### src/design/cps_pkg.sv
// Shared types, constants and state codes for the curve peak score block.
`default_nettype none

package cps_pkg;

	localparam int MAX_SAMPLES_DEF = 64;
	localparam int SAMPLE_W = 32;
	localparam int REG_W = 6;
	localparam int CFG_IDX_W = 1;
	localparam int SCORE_W = 24;

	// Quotient bits kept by the divider: 8 integer guard bits, 16 fraction bits
	// and one rounding bit.
	localparam int GUARD_W = 8;
	localparam int QUO_W = 25;
	localparam int STEP_W = $clog2(QUO_W);

	localparam logic signed [SCORE_W-1:0] SCORE_MAX = 24'sh7FFFFF;
	localparam logic signed [SCORE_W-1:0] SCORE_MIN = 24'sh800000;
	localparam logic [QUO_W-1:0] SAT_POS_MAG = 25'd8388607;
	localparam logic [QUO_W-1:0] SAT_NEG_MAG = 25'd8388608;

	localparam logic [CFG_IDX_W-1:0] REG_REFERENCE_INDEX = 1'd0;
	localparam logic [CFG_IDX_W-1:0] REG_LOOKBACK_LENGTH = 1'd1;

	typedef struct packed {
		logic signed [SAMPLE_W-1:0] sample;
		logic                       is_last;
	} in_word_t;

	typedef struct packed {
		logic signed [SCORE_W-1:0] score;
		logic                      flat_error;
	} out_word_t;

	typedef enum logic [3:0] {
		ST_LOAD,
		ST_SETUP,
		ST_PEAK,
		ST_COUNT,
		ST_MUL_MIN,
		ST_MUL_SPAN,
		ST_MUL_DEN,
		ST_MUL_NUM,
		ST_ABS,
		ST_DIV_CHK,
		ST_DIV,
		ST_FINISH
	} state_t;

endpackage

`default_nettype wire

### src/design/cps_ram.sv
// Generic single-write, single-read RAM with registered read data.
`default_nettype none

module cps_ram #(
	parameter int WIDTH = 32,
	parameter int DEPTH = 64
) (
	input  wire logic                     clk,
	input  wire logic                     we,
	input  wire logic [$clog2(DEPTH)-1:0] waddr,
	input  wire logic [WIDTH-1:0]         wdata,
	input  wire logic [$clog2(DEPTH)-1:0] raddr,
	output logic      [WIDTH-1:0]         rdata
);

	logic [WIDTH-1:0] mem_q [DEPTH];

	always_ff @(posedge clk) begin
		if (we) begin
			mem_q[waddr] <= wdata;
		end
		rdata <= mem_q[raddr];
	end

endmodule

`default_nettype wire

### src/design/curve_peak_score.sv
// Curve peak score: sample store, scan sequencer, shared multiplier and serial divider.
//
// Samples stream in one word per cycle and go to the sample RAM while the running
// minimum, maximum and sum are updated; samples beyond MAX_SAMPLES are dropped. The
// word with is_last set closes the curve and the block stops taking input until the
// score is computed: a setup state, a RAM scan of the peak window, a RAM scan of the
// whole curve, four passes through the one shared multiplier plus a magnitude step,
// and a restoring divider with a check state and 25 quotient bits at one bit per
// cycle, then a finish state that rounds and saturates. The divider is skipped when
// the check already sees saturation; a flat curve goes from setup straight to finish.
// The result sits in an output register, so the next curve may load while it waits.
`default_nettype none

module curve_peak_score #(
	parameter int MAX_SAMPLES = cps_pkg::MAX_SAMPLES_DEF
) (
	input  wire logic                           clk,
	input  wire logic                           arst_n,
	input  wire logic                           in_valid,
	output logic                                in_ready,
	input  wire cps_pkg::in_word_t              in_word,
	output logic                                out_valid,
	input  wire logic                           out_ready,
	output cps_pkg::out_word_t                  out_word,
	input  wire logic                           cfg_write,
	input  wire logic [cps_pkg::CFG_IDX_W-1:0]  cfg_index,
	input  wire logic [cps_pkg::REG_W-1:0]      cfg_data
);

	localparam int AW = $clog2(MAX_SAMPLES);
	localparam int CW = $clog2(MAX_SAMPLES + 1);
	localparam int XW = (CW > cps_pkg::REG_W) ? CW : cps_pkg::REG_W;
	localparam int SW = cps_pkg::SAMPLE_W + AW;
	localparam int IW = SW + 1;
	localparam int PW = CW + 1 + IW;
	localparam int MW = cps_pkg::SAMPLE_W + 2 * AW;
	localparam int RW = MW + cps_pkg::GUARD_W + 1;
	localparam int QW = cps_pkg::QUO_W;

	cps_pkg::state_t state_q, state_d;

	// Configuration registers.
	logic [cps_pkg::REG_W-1:0] reference_index_q;
	logic [cps_pkg::REG_W-1:0] lookback_length_q;

	// Curve statistics.
	logic [CW-1:0]                      count_q;
	logic signed [cps_pkg::SAMPLE_W-1:0] min_q;
	logic signed [cps_pkg::SAMPLE_W-1:0] max_q;
	logic signed [SW-1:0]               sum_q;

	// Scan sequencer.
	logic [AW-1:0] ptr_q;
	logic [AW-1:0] end_q;
	logic          issue_q;
	logic          vld_s1;
	logic          last_s1;

	// Datapath registers.
	logic signed [cps_pkg::SAMPLE_W-1:0] peak_q;
	logic [CW-1:0]                      cnt_q;
	logic signed [PW-1:0]               mul_q;
	logic signed [IW-1:0]               d_q;
	logic signed [IW-1:0]               inner_q;
	logic [MW-1:0]                      den_q;
	logic [RW-1:0]                      rem_q;
	logic [QW-1:0]                      quo_q;
	logic [cps_pkg::STEP_W-1:0]         step_q;
	logic                               neg_q;
	logic                               sat_q;
	logic                               flat_q;

	logic               out_valid_q;
	cps_pkg::out_word_t out_word_q;

	// Combinational signals.
	logic                               in_fire;
	logic                               store_ok;
	logic                               fin_fire;
	logic                               scan_done;
	logic                               is_flat;
	logic [XW-1:0]                      ref_x;
	logic [XW-1:0]                      cnt_x;
	logic [XW-1:0]                      lb_x;
	logic [XW-1:0]                      ref_c;
	logic [XW-1:0]                      start_c;
	logic [CW-1:0]                      cnt_m1;
	logic [cps_pkg::SAMPLE_W-1:0]       rdata;
	logic signed [cps_pkg::SAMPLE_W-1:0] rd_sample;
	logic [32:0]                        span_w;
	logic [CW-1:0]                      mul_a;
	logic signed [IW-1:0]               mul_b;
	logic signed [MW:0]                 numer_w;
	logic [MW:0]                        mag_w;
	logic [RW-2:0]                      dv_w;
	logic [RW-1:0]                      r2_w;
	logic                               r2_ge;
	logic [QW:0]                        rnd_sum;
	logic [QW-1:0]                      mag_r;
	logic signed [cps_pkg::SCORE_W-1:0] score_w;

	assign in_fire  = in_valid && in_ready;
	assign store_ok = count_q < CW'(MAX_SAMPLES);
	assign fin_fire = (state_q == cps_pkg::ST_FINISH) && (!out_valid_q || out_ready);
	assign scan_done = vld_s1 && last_s1;
	assign is_flat  = (count_q == '0) || (max_q == min_q);

	// Window bounds: the reference is clamped into the curve, the start at index 0.
	assign ref_x   = XW'(reference_index_q);
	assign cnt_x   = XW'(count_q);
	assign lb_x    = XW'(lookback_length_q);
	assign ref_c   = (ref_x >= cnt_x) ? (cnt_x - 1'b1) : ref_x;
	assign start_c = (lb_x > ref_c) ? '0 : (ref_c - lb_x);
	assign cnt_m1  = count_q - 1'b1;

	assign rd_sample = $signed(rdata);
	assign span_w    = {peak_q[cps_pkg::SAMPLE_W-1], peak_q} - {min_q[cps_pkg::SAMPLE_W-1], min_q};

	assign numer_w = $signed(mul_q[MW:0]);
	assign mag_w   = numer_w[MW] ? (~numer_w + 1'b1) : numer_w;

	// The divisor is shifted up by the guard bits so that the quotient fits QW bits.
	assign dv_w  = {den_q, {cps_pkg::GUARD_W{1'b0}}};
	assign r2_w  = {rem_q[RW-2:0], 1'b0};
	assign r2_ge = r2_w >= {1'b0, dv_w};

	assign rnd_sum = {1'b0, quo_q} + 1'b1;
	assign mag_r   = rnd_sum[QW:1];

	always_comb begin
		if (flat_q) begin
			score_w = '0;
		end else if (!neg_q) begin
			score_w = (sat_q || (mag_r > cps_pkg::SAT_POS_MAG)) ? cps_pkg::SCORE_MAX
				: $signed(mag_r[cps_pkg::SCORE_W-1:0]);
		end else begin
			score_w = (sat_q || (mag_r > cps_pkg::SAT_NEG_MAG)) ? cps_pkg::SCORE_MIN
				: $signed(~mag_r[cps_pkg::SCORE_W-1:0] + 1'b1);
		end
	end

	// Shared multiplier operand select.
	always_comb begin
		mul_a = count_q;
		mul_b = '0;
		case (state_q)
			cps_pkg::ST_MUL_MIN:  mul_b = IW'(min_q);
			cps_pkg::ST_MUL_SPAN: mul_b = $signed({{(IW-33){1'b0}}, span_w});
			cps_pkg::ST_MUL_DEN:  mul_b = d_q;
			cps_pkg::ST_MUL_NUM: begin
				mul_a = cnt_q;
				mul_b = inner_q;
			end
			default: mul_b = '0;
		endcase
	end

	cps_ram #(
		.WIDTH(cps_pkg::SAMPLE_W),
		.DEPTH(MAX_SAMPLES)
	) u_store (
		.clk  (clk),
		.we   (in_fire && store_ok),
		.waddr(count_q[AW-1:0]),
		.wdata(in_word.sample),
		.raddr(ptr_q),
		.rdata(rdata)
	);

	always_ff @(posedge clk or negedge arst_n) begin
		if (!arst_n) begin
			state_q <= cps_pkg::ST_LOAD;
		end else begin
			state_q <= state_d;
		end
	end

	always_comb begin
		state_d  = state_q;
		in_ready = 1'b0;
		case (state_q)
			cps_pkg::ST_LOAD: begin
				in_ready = 1'b1;
				if (in_valid && in_word.is_last) begin
					state_d = cps_pkg::ST_SETUP;
				end
			end
			cps_pkg::ST_SETUP:    state_d = is_flat ? cps_pkg::ST_FINISH : cps_pkg::ST_PEAK;
			cps_pkg::ST_PEAK:     state_d = scan_done ? cps_pkg::ST_COUNT : cps_pkg::ST_PEAK;
			cps_pkg::ST_COUNT:    state_d = scan_done ? cps_pkg::ST_MUL_MIN : cps_pkg::ST_COUNT;
			cps_pkg::ST_MUL_MIN:  state_d = cps_pkg::ST_MUL_SPAN;
			cps_pkg::ST_MUL_SPAN: state_d = cps_pkg::ST_MUL_DEN;
			cps_pkg::ST_MUL_DEN:  state_d = cps_pkg::ST_MUL_NUM;
			cps_pkg::ST_MUL_NUM:  state_d = cps_pkg::ST_ABS;
			cps_pkg::ST_ABS:      state_d = cps_pkg::ST_DIV_CHK;
			cps_pkg::ST_DIV_CHK: begin
				state_d = (rem_q >= {1'b0, dv_w}) ? cps_pkg::ST_FINISH : cps_pkg::ST_DIV;
			end
			cps_pkg::ST_DIV: begin
				if (step_q == cps_pkg::STEP_W'(QW - 1)) begin
					state_d = cps_pkg::ST_FINISH;
				end
			end
			cps_pkg::ST_FINISH: begin
				if (!out_valid_q || out_ready) begin
					state_d = cps_pkg::ST_LOAD;
				end
			end
			default: state_d = cps_pkg::ST_LOAD;
		endcase
	end

	// Configuration registers.
	always_ff @(posedge clk or negedge arst_n) begin
		if (!arst_n) begin
			reference_index_q <= '0;
			lookback_length_q <= '0;
		end else if (cfg_write) begin
			case (cfg_index)
				cps_pkg::REG_REFERENCE_INDEX: reference_index_q <= cfg_data;
				cps_pkg::REG_LOOKBACK_LENGTH: lookback_length_q <= cfg_data;
				default: ;
			endcase
		end
	end

	// Running statistics; a new curve starts once the result is handed over.
	always_ff @(posedge clk or negedge arst_n) begin
		if (!arst_n) begin
			count_q <= '0;
			min_q   <= '0;
			max_q   <= '0;
			sum_q   <= '0;
		end else if (fin_fire) begin
			count_q <= '0;
			min_q   <= '0;
			max_q   <= '0;
			sum_q   <= '0;
		end else if (in_fire && store_ok) begin
			if (count_q == '0) begin
				min_q <= in_word.sample;
				max_q <= in_word.sample;
			end else begin
				if (in_word.sample < min_q) begin
					min_q <= in_word.sample;
				end
				if (in_word.sample > max_q) begin
					max_q <= in_word.sample;
				end
			end
			sum_q   <= sum_q + SW'(in_word.sample);
			count_q <= count_q + 1'b1;
		end
	end

	// Scan sequencer: one RAM address per cycle, with the read data back in the next cycle.
	always_ff @(posedge clk or negedge arst_n) begin
		if (!arst_n) begin
			ptr_q   <= '0;
			end_q   <= '0;
			issue_q <= 1'b0;
			vld_s1  <= 1'b0;
			last_s1 <= 1'b0;
			step_q  <= '0;
		end else begin
			if (state_q == cps_pkg::ST_SETUP) begin
				ptr_q   <= start_c[AW-1:0];
				end_q   <= ref_c[AW-1:0];
				issue_q <= !is_flat;
				vld_s1  <= 1'b0;
			end else if (state_q == cps_pkg::ST_PEAK && scan_done) begin
				ptr_q   <= '0;
				end_q   <= cnt_m1[AW-1:0];
				issue_q <= 1'b1;
				vld_s1  <= 1'b0;
			end else if (issue_q) begin
				vld_s1  <= 1'b1;
				last_s1 <= (ptr_q == end_q);
				ptr_q   <= ptr_q + 1'b1;
				if (ptr_q == end_q) begin
					issue_q <= 1'b0;
				end
			end else begin
				vld_s1 <= 1'b0;
			end
			if (state_q == cps_pkg::ST_DIV_CHK) begin
				step_q <= '0;
			end else if (state_q == cps_pkg::ST_DIV) begin
				step_q <= step_q + 1'b1;
			end
		end
	end

	// Arithmetic datapath.
	always_ff @(posedge clk) begin
		mul_q <= $signed({1'b0, mul_a}) * mul_b;
		case (state_q)
			cps_pkg::ST_SETUP: begin
				flat_q <= is_flat;
				neg_q  <= 1'b0;
				sat_q  <= 1'b0;
				peak_q <= {1'b1, {(cps_pkg::SAMPLE_W-1){1'b0}}};
				cnt_q  <= '0;
			end
			cps_pkg::ST_PEAK: begin
				if (vld_s1 && (rd_sample > peak_q)) begin
					peak_q <= rd_sample;
				end
			end
			cps_pkg::ST_COUNT: begin
				if (vld_s1 && (rd_sample <= peak_q)) begin
					cnt_q <= cnt_q + 1'b1;
				end
			end
			cps_pkg::ST_MUL_SPAN: d_q <= {sum_q[SW-1], sum_q} - mul_q[IW-1:0];
			cps_pkg::ST_MUL_DEN:  inner_q <= mul_q[IW-1:0] - d_q;
			cps_pkg::ST_MUL_NUM:  den_q <= mul_q[MW-1:0];
			cps_pkg::ST_ABS: begin
				neg_q <= numer_w[MW];
				rem_q <= {{(RW-MW-1){1'b0}}, mag_w};
			end
			cps_pkg::ST_DIV_CHK: begin
				sat_q <= rem_q >= {1'b0, dv_w};
				quo_q <= '0;
			end
			cps_pkg::ST_DIV: begin
				rem_q <= r2_ge ? (r2_w - {1'b0, dv_w}) : r2_w;
				quo_q <= {quo_q[QW-2:0], r2_ge};
			end
			default: ;
		endcase
	end

	// Output register.
	always_ff @(posedge clk or negedge arst_n) begin
		if (!arst_n) begin
			out_valid_q <= 1'b0;
		end else if (fin_fire) begin
			out_valid_q <= 1'b1;
		end else if (out_ready) begin
			out_valid_q <= 1'b0;
		end
	end

	always_ff @(posedge clk) begin
		if (fin_fire) begin
			out_word_q.score      <= score_w;
			out_word_q.flat_error <= flat_q;
		end
	end

	assign out_valid = out_valid_q;
	assign out_word  = out_word_q;

	// A new word only shows up right after the finish state.
	assert property (@(posedge clk) disable iff (!arst_n)
		$rose(out_valid) |-> $past(state_q == cps_pkg::ST_FINISH))
		else $error("result appeared without a finished computation");

	// A flat curve always reports a zero score.
	assert property (@(posedge clk) disable iff (!arst_n)
		(out_valid && out_word.flat_error) |-> (out_word.score == '0))
		else $error("flat curve with nonzero score");

	// The stored sample count never exceeds the store depth.
	assert property (@(posedge clk) disable iff (!arst_n)
		count_q <= CW'(MAX_SAMPLES))
		else $error("sample count beyond store depth");

	// The counting scan only reads entries that hold samples of this curve.
	assert property (@(posedge clk) disable iff (!arst_n)
		(state_q == cps_pkg::ST_COUNT && issue_q) |-> (CW'(ptr_q) < count_q))
		else $error("scan address beyond stored samples");

	// Handing over a result starts a fresh curve.
	assert property (@(posedge clk) disable iff (!arst_n)
		fin_fire |=> (count_q == '0 && sum_q == '0))
		else $error("curve statistics not cleared after result");

endmodule

`default_nettype wire

### config.mk
export PLATFORM = sky130hd
export DESIGN_NAME = curve_peak_score
export DESIGN_NICKNAME = d
export VERILOG_FILES = /design/src/design/cps_pkg.sv /design/src/design/cps_ram.sv /design/src/design/curve_peak_score.sv
export SDC_FILE = /design/constraint.sdc
export NUM_CORES = 2
export LEC_CHECK = 0
export BUFFER_PORTS_ARGS = -buffer_cell sky130_fd_sc_hd__buf_2
export CAP_MARGIN = 20
export CORE_MARGIN = 3
export CORE_UTILIZATION = 35
export DETAILED_ROUTE_END_ITERATION = 16
export MAX_ROUTING_LAYER = met4
export PLACE_DENSITY = 0.6
export SYNTH_ARGS = -nofsm -noshare
export SYNTH_HDL_FRONTEND = slang
export SYNTH_SLANG_ARGS = --single-unit
### constraint.sdc
create_clock -name clk -period 17.03 [get_ports clk]
set_clock_uncertainty 0.1 [all_clocks]
set_input_delay 0.8515 -clock clk [delete_from_list [all_inputs] [get_ports clk]]
set_output_delay 0.8515 -clock clk [all_outputs]
set_load 0.1 [all_outputs]
==> out/metrics.cfg <==
[route]
wl_per_cell_um = 26.2
drt-pass1-iter-count = 6
post_drt_via_cell_ratio = 5.44
ant_nets = 0
vias = 68568
drc = 0
wirelength_um = 330000
drt_iter0_drc = 6791

[critical_path]
crit_fanout = 7
slowest_delay_ps = 560
arrival_ps = 9340
slowest_stage = o21ai_1
cp-end-kind = register
crit_buf_inv = 2
crit_family = compound AO/OA/AOI/OAI gates
worstSetupPathType = register to register
cp_common_cell = fa_1
worstSetupStartpointType = register
worst_ep_required_time_ps = 17660

[power_and_ir_drop]
p_clk_share_pct = 27.1
p_int_mw = 13.9
p_leak_nw = 48.1
swShare_pct = 33.7
p_per_area_nw_per_um2 = 154
switchingPower_mw = 7.05
seqPwrFrac_pct = 36.9
power_mw = 20.9
power_frac_comb_pct = 36.0
irDropWorstVdd_uv = 124

[run]
cap_viol_max_count = 0

[sta]
fin_crit_sh_pct = 51.2
slew_headroom_pct = 21.1
hold_viol = 0
tns_ps = 0
drv_slew = 0
rsz0062_at_grt = false
worst_pin_slew_ps = 1180
fmaxAchievable_ghz = 0.115
setup_violations = 0
period_minus_slack_ps = 8710

[yosys]
synth_top_area_share_pct = 57.7
synth_flop_cell = edfxtp_1
synth_edf_count = 2315
synth_area_leaders = edfxtp_1, mux4_2, ha_1
yosysTopAreaCell = edfxtp_1
synth.cell_area_um2 = 120000
ys_types = 97
ys_ff_latch = 2538
postSynth.asyncResetShare_pct = 5.75
synth_warnings = 0
syn_nets = 8302
synth_cells = 7610
syn_area_per_cell_um2 = 15.8
ys_seq_area_share_pct = 62.0

[global_routing]
grt_pass1_vias = 70399
grt_pass1_wl_um = 486000
grt_max_degree = 115
grt_overflow = 0
antenna_found_initial = 23
grt_use_total_pct = 19.2

[placement]
routabilityCongestion = 0.915
placed_area_um2 = 128000
dpl.hpwl_um = 219000
placed_cells = 12131
io_buffers = 71

[floorplanning]
core_area_um2 = 341000
top_level_ports = 72
die_width_um = 593
fp.dieH_um = 593
rows = 214
design.die.area_um2 = 351000
initial_utilization_pct = 35.3

[cells_and_area]
design_area_um2 = 136000
area_growth_pct = 12.9
stdcell_count = 12605
nets = 8544
drive_above_1_share_pct = 19.1
final_common_cell = edfxtp_1
final_cell_mix = edfxtp_1, mux4_2, inv_1

[clocking]
cts_root_buffer = clkbuf_16
clk_pin_slew_worst_paths_ps = 60
clkLatencyLatePin_ps = 920
cts_num_sinks = 2538
cts_tree = yes
cts_setup_buffers = 0
clockBufferDepth = 4
cts_buffers = 249
cts_resized = 0
cts_htree_levels = 4

[worst_hold_path]
hp-class = primary input to register

[outcome]
status = completed

## final cells by class
cell class | instances | area (um2)
Fill cell | 30942 | 205000
Antenna cell | 8 | 20.0
Clock inverter | 153 | 1720
Sequential cell | 2538 | 74700
Multi-Input combinational cell | 4232 | 43200
Timing Repair Buffer | 271 | 1980
Clock buffer | 307 | 6620
Tap cell | 4536 | 5680
Inverter | 560 | 2100
## layer usage
layer / track usage (%) / vias up / share of wire [%]
li1: - / 29726 / -
met1: 25.2 / 35987 / 42
met2: 31.2 / 2374 / 49
met3: 3.16 / 481 / 6.9
met4: 4.80 / 0 / 2.5
met5: - / - / 0
## kinds of logic after synthesis
family          synth area share (%)
buf+inv                         2.63
compound gates                  5.62
mux                             13.7
flops                           62.0
simple gates                    5.49
xor+xnor                        2.53
fa+ha+maj                       7.98
## what timing repair did
action | 4_1_cts | 5_1_grt
hold buffers | 2 | 0
endpoints found under the setup margin | 0 | 0
endpoints found under the hold margin | 43 | 0
## power by group through the flow
stage	logic [mW]	registers, mW	clock network, mW
5_1_grt	8.17	7.75	6.03
3_3_place_gp	7.46	7.84	0
6_report	7.52	7.72	5.67
4_1_cts	7.57	7.72	5.78
2_1_floorplan	5.31	7.70	0
3_5_place_dp	7.54	7.85	0
## worst reg2reg max path: cells and delay by family (launching register included)
family | cells | cell delay (ps)
simple gates | 4 | 490
xor+xnor | 1 | 160
fa+ha+maj | 7 | 2990
buf+inv | 2 | 90
compound gates | 17 | 4310
flops | 1 | 440
## sequential cells by signal, summed over array words and instances (netlist names), 32 cells and up
signal / cells
mul_q: 45
u_store.rdata: 32
den_q: 44
max_q: 32
d_q: 39
min_q: 32
inner_q: 39
u_store.mem_q: 2048
sum_q: 38
rem_q: 53
peak_q: 32
## Yosys cell counts, drive strengths merged, types with 52 or more instances
library cell,number
a21o,171
a21oi,318
and2,64
buf,68
clkbuf,212
dfrtp,146
dfxtp,77
edfxtp,2315
fa,202
ha,445
inv,556
mux2i,73
mux4,697
nand2,288
nand2b,70
nand3,100
nand4,67
nor2,545
nor2b,52
o21ai,254
or2,59
xnor2,196
xor2,151
## stage by stage
stage / utilization (%) / setup WS [ps] / hold WS (ps)
CTS: 39.8 / 8350 / 72.9
finish: 39.9 / 8320 / 148
detailed placement: 37.4 / 8390 / 415
global placement: 37.4 / 8340 / 402
floorplan: - / 9440 / 334
global route: 39.8 / 7780 / 130
## path summary, 6_finish.rpt
check | startpoint | end | slack, ps | depth (start not counted)
worst max register to register | min_q[0] | mul_q[39] | 8320 | 31
min in group asynchronous | arst_n | sum_q[27] | 480 | 2
worst min-delay path | cfg_data[0] | reference_index_q[0] | 150 | 3
max in group asynchronous | arst_n | ptr_q[2] | 14310 | 4
worst min register to register | min_q[10] | min_q[10] | 430 | 2
worst max-delay path | min_q[0] | mul_q[39] | 8320 | 31
Power figures use the tool's default switching activity.
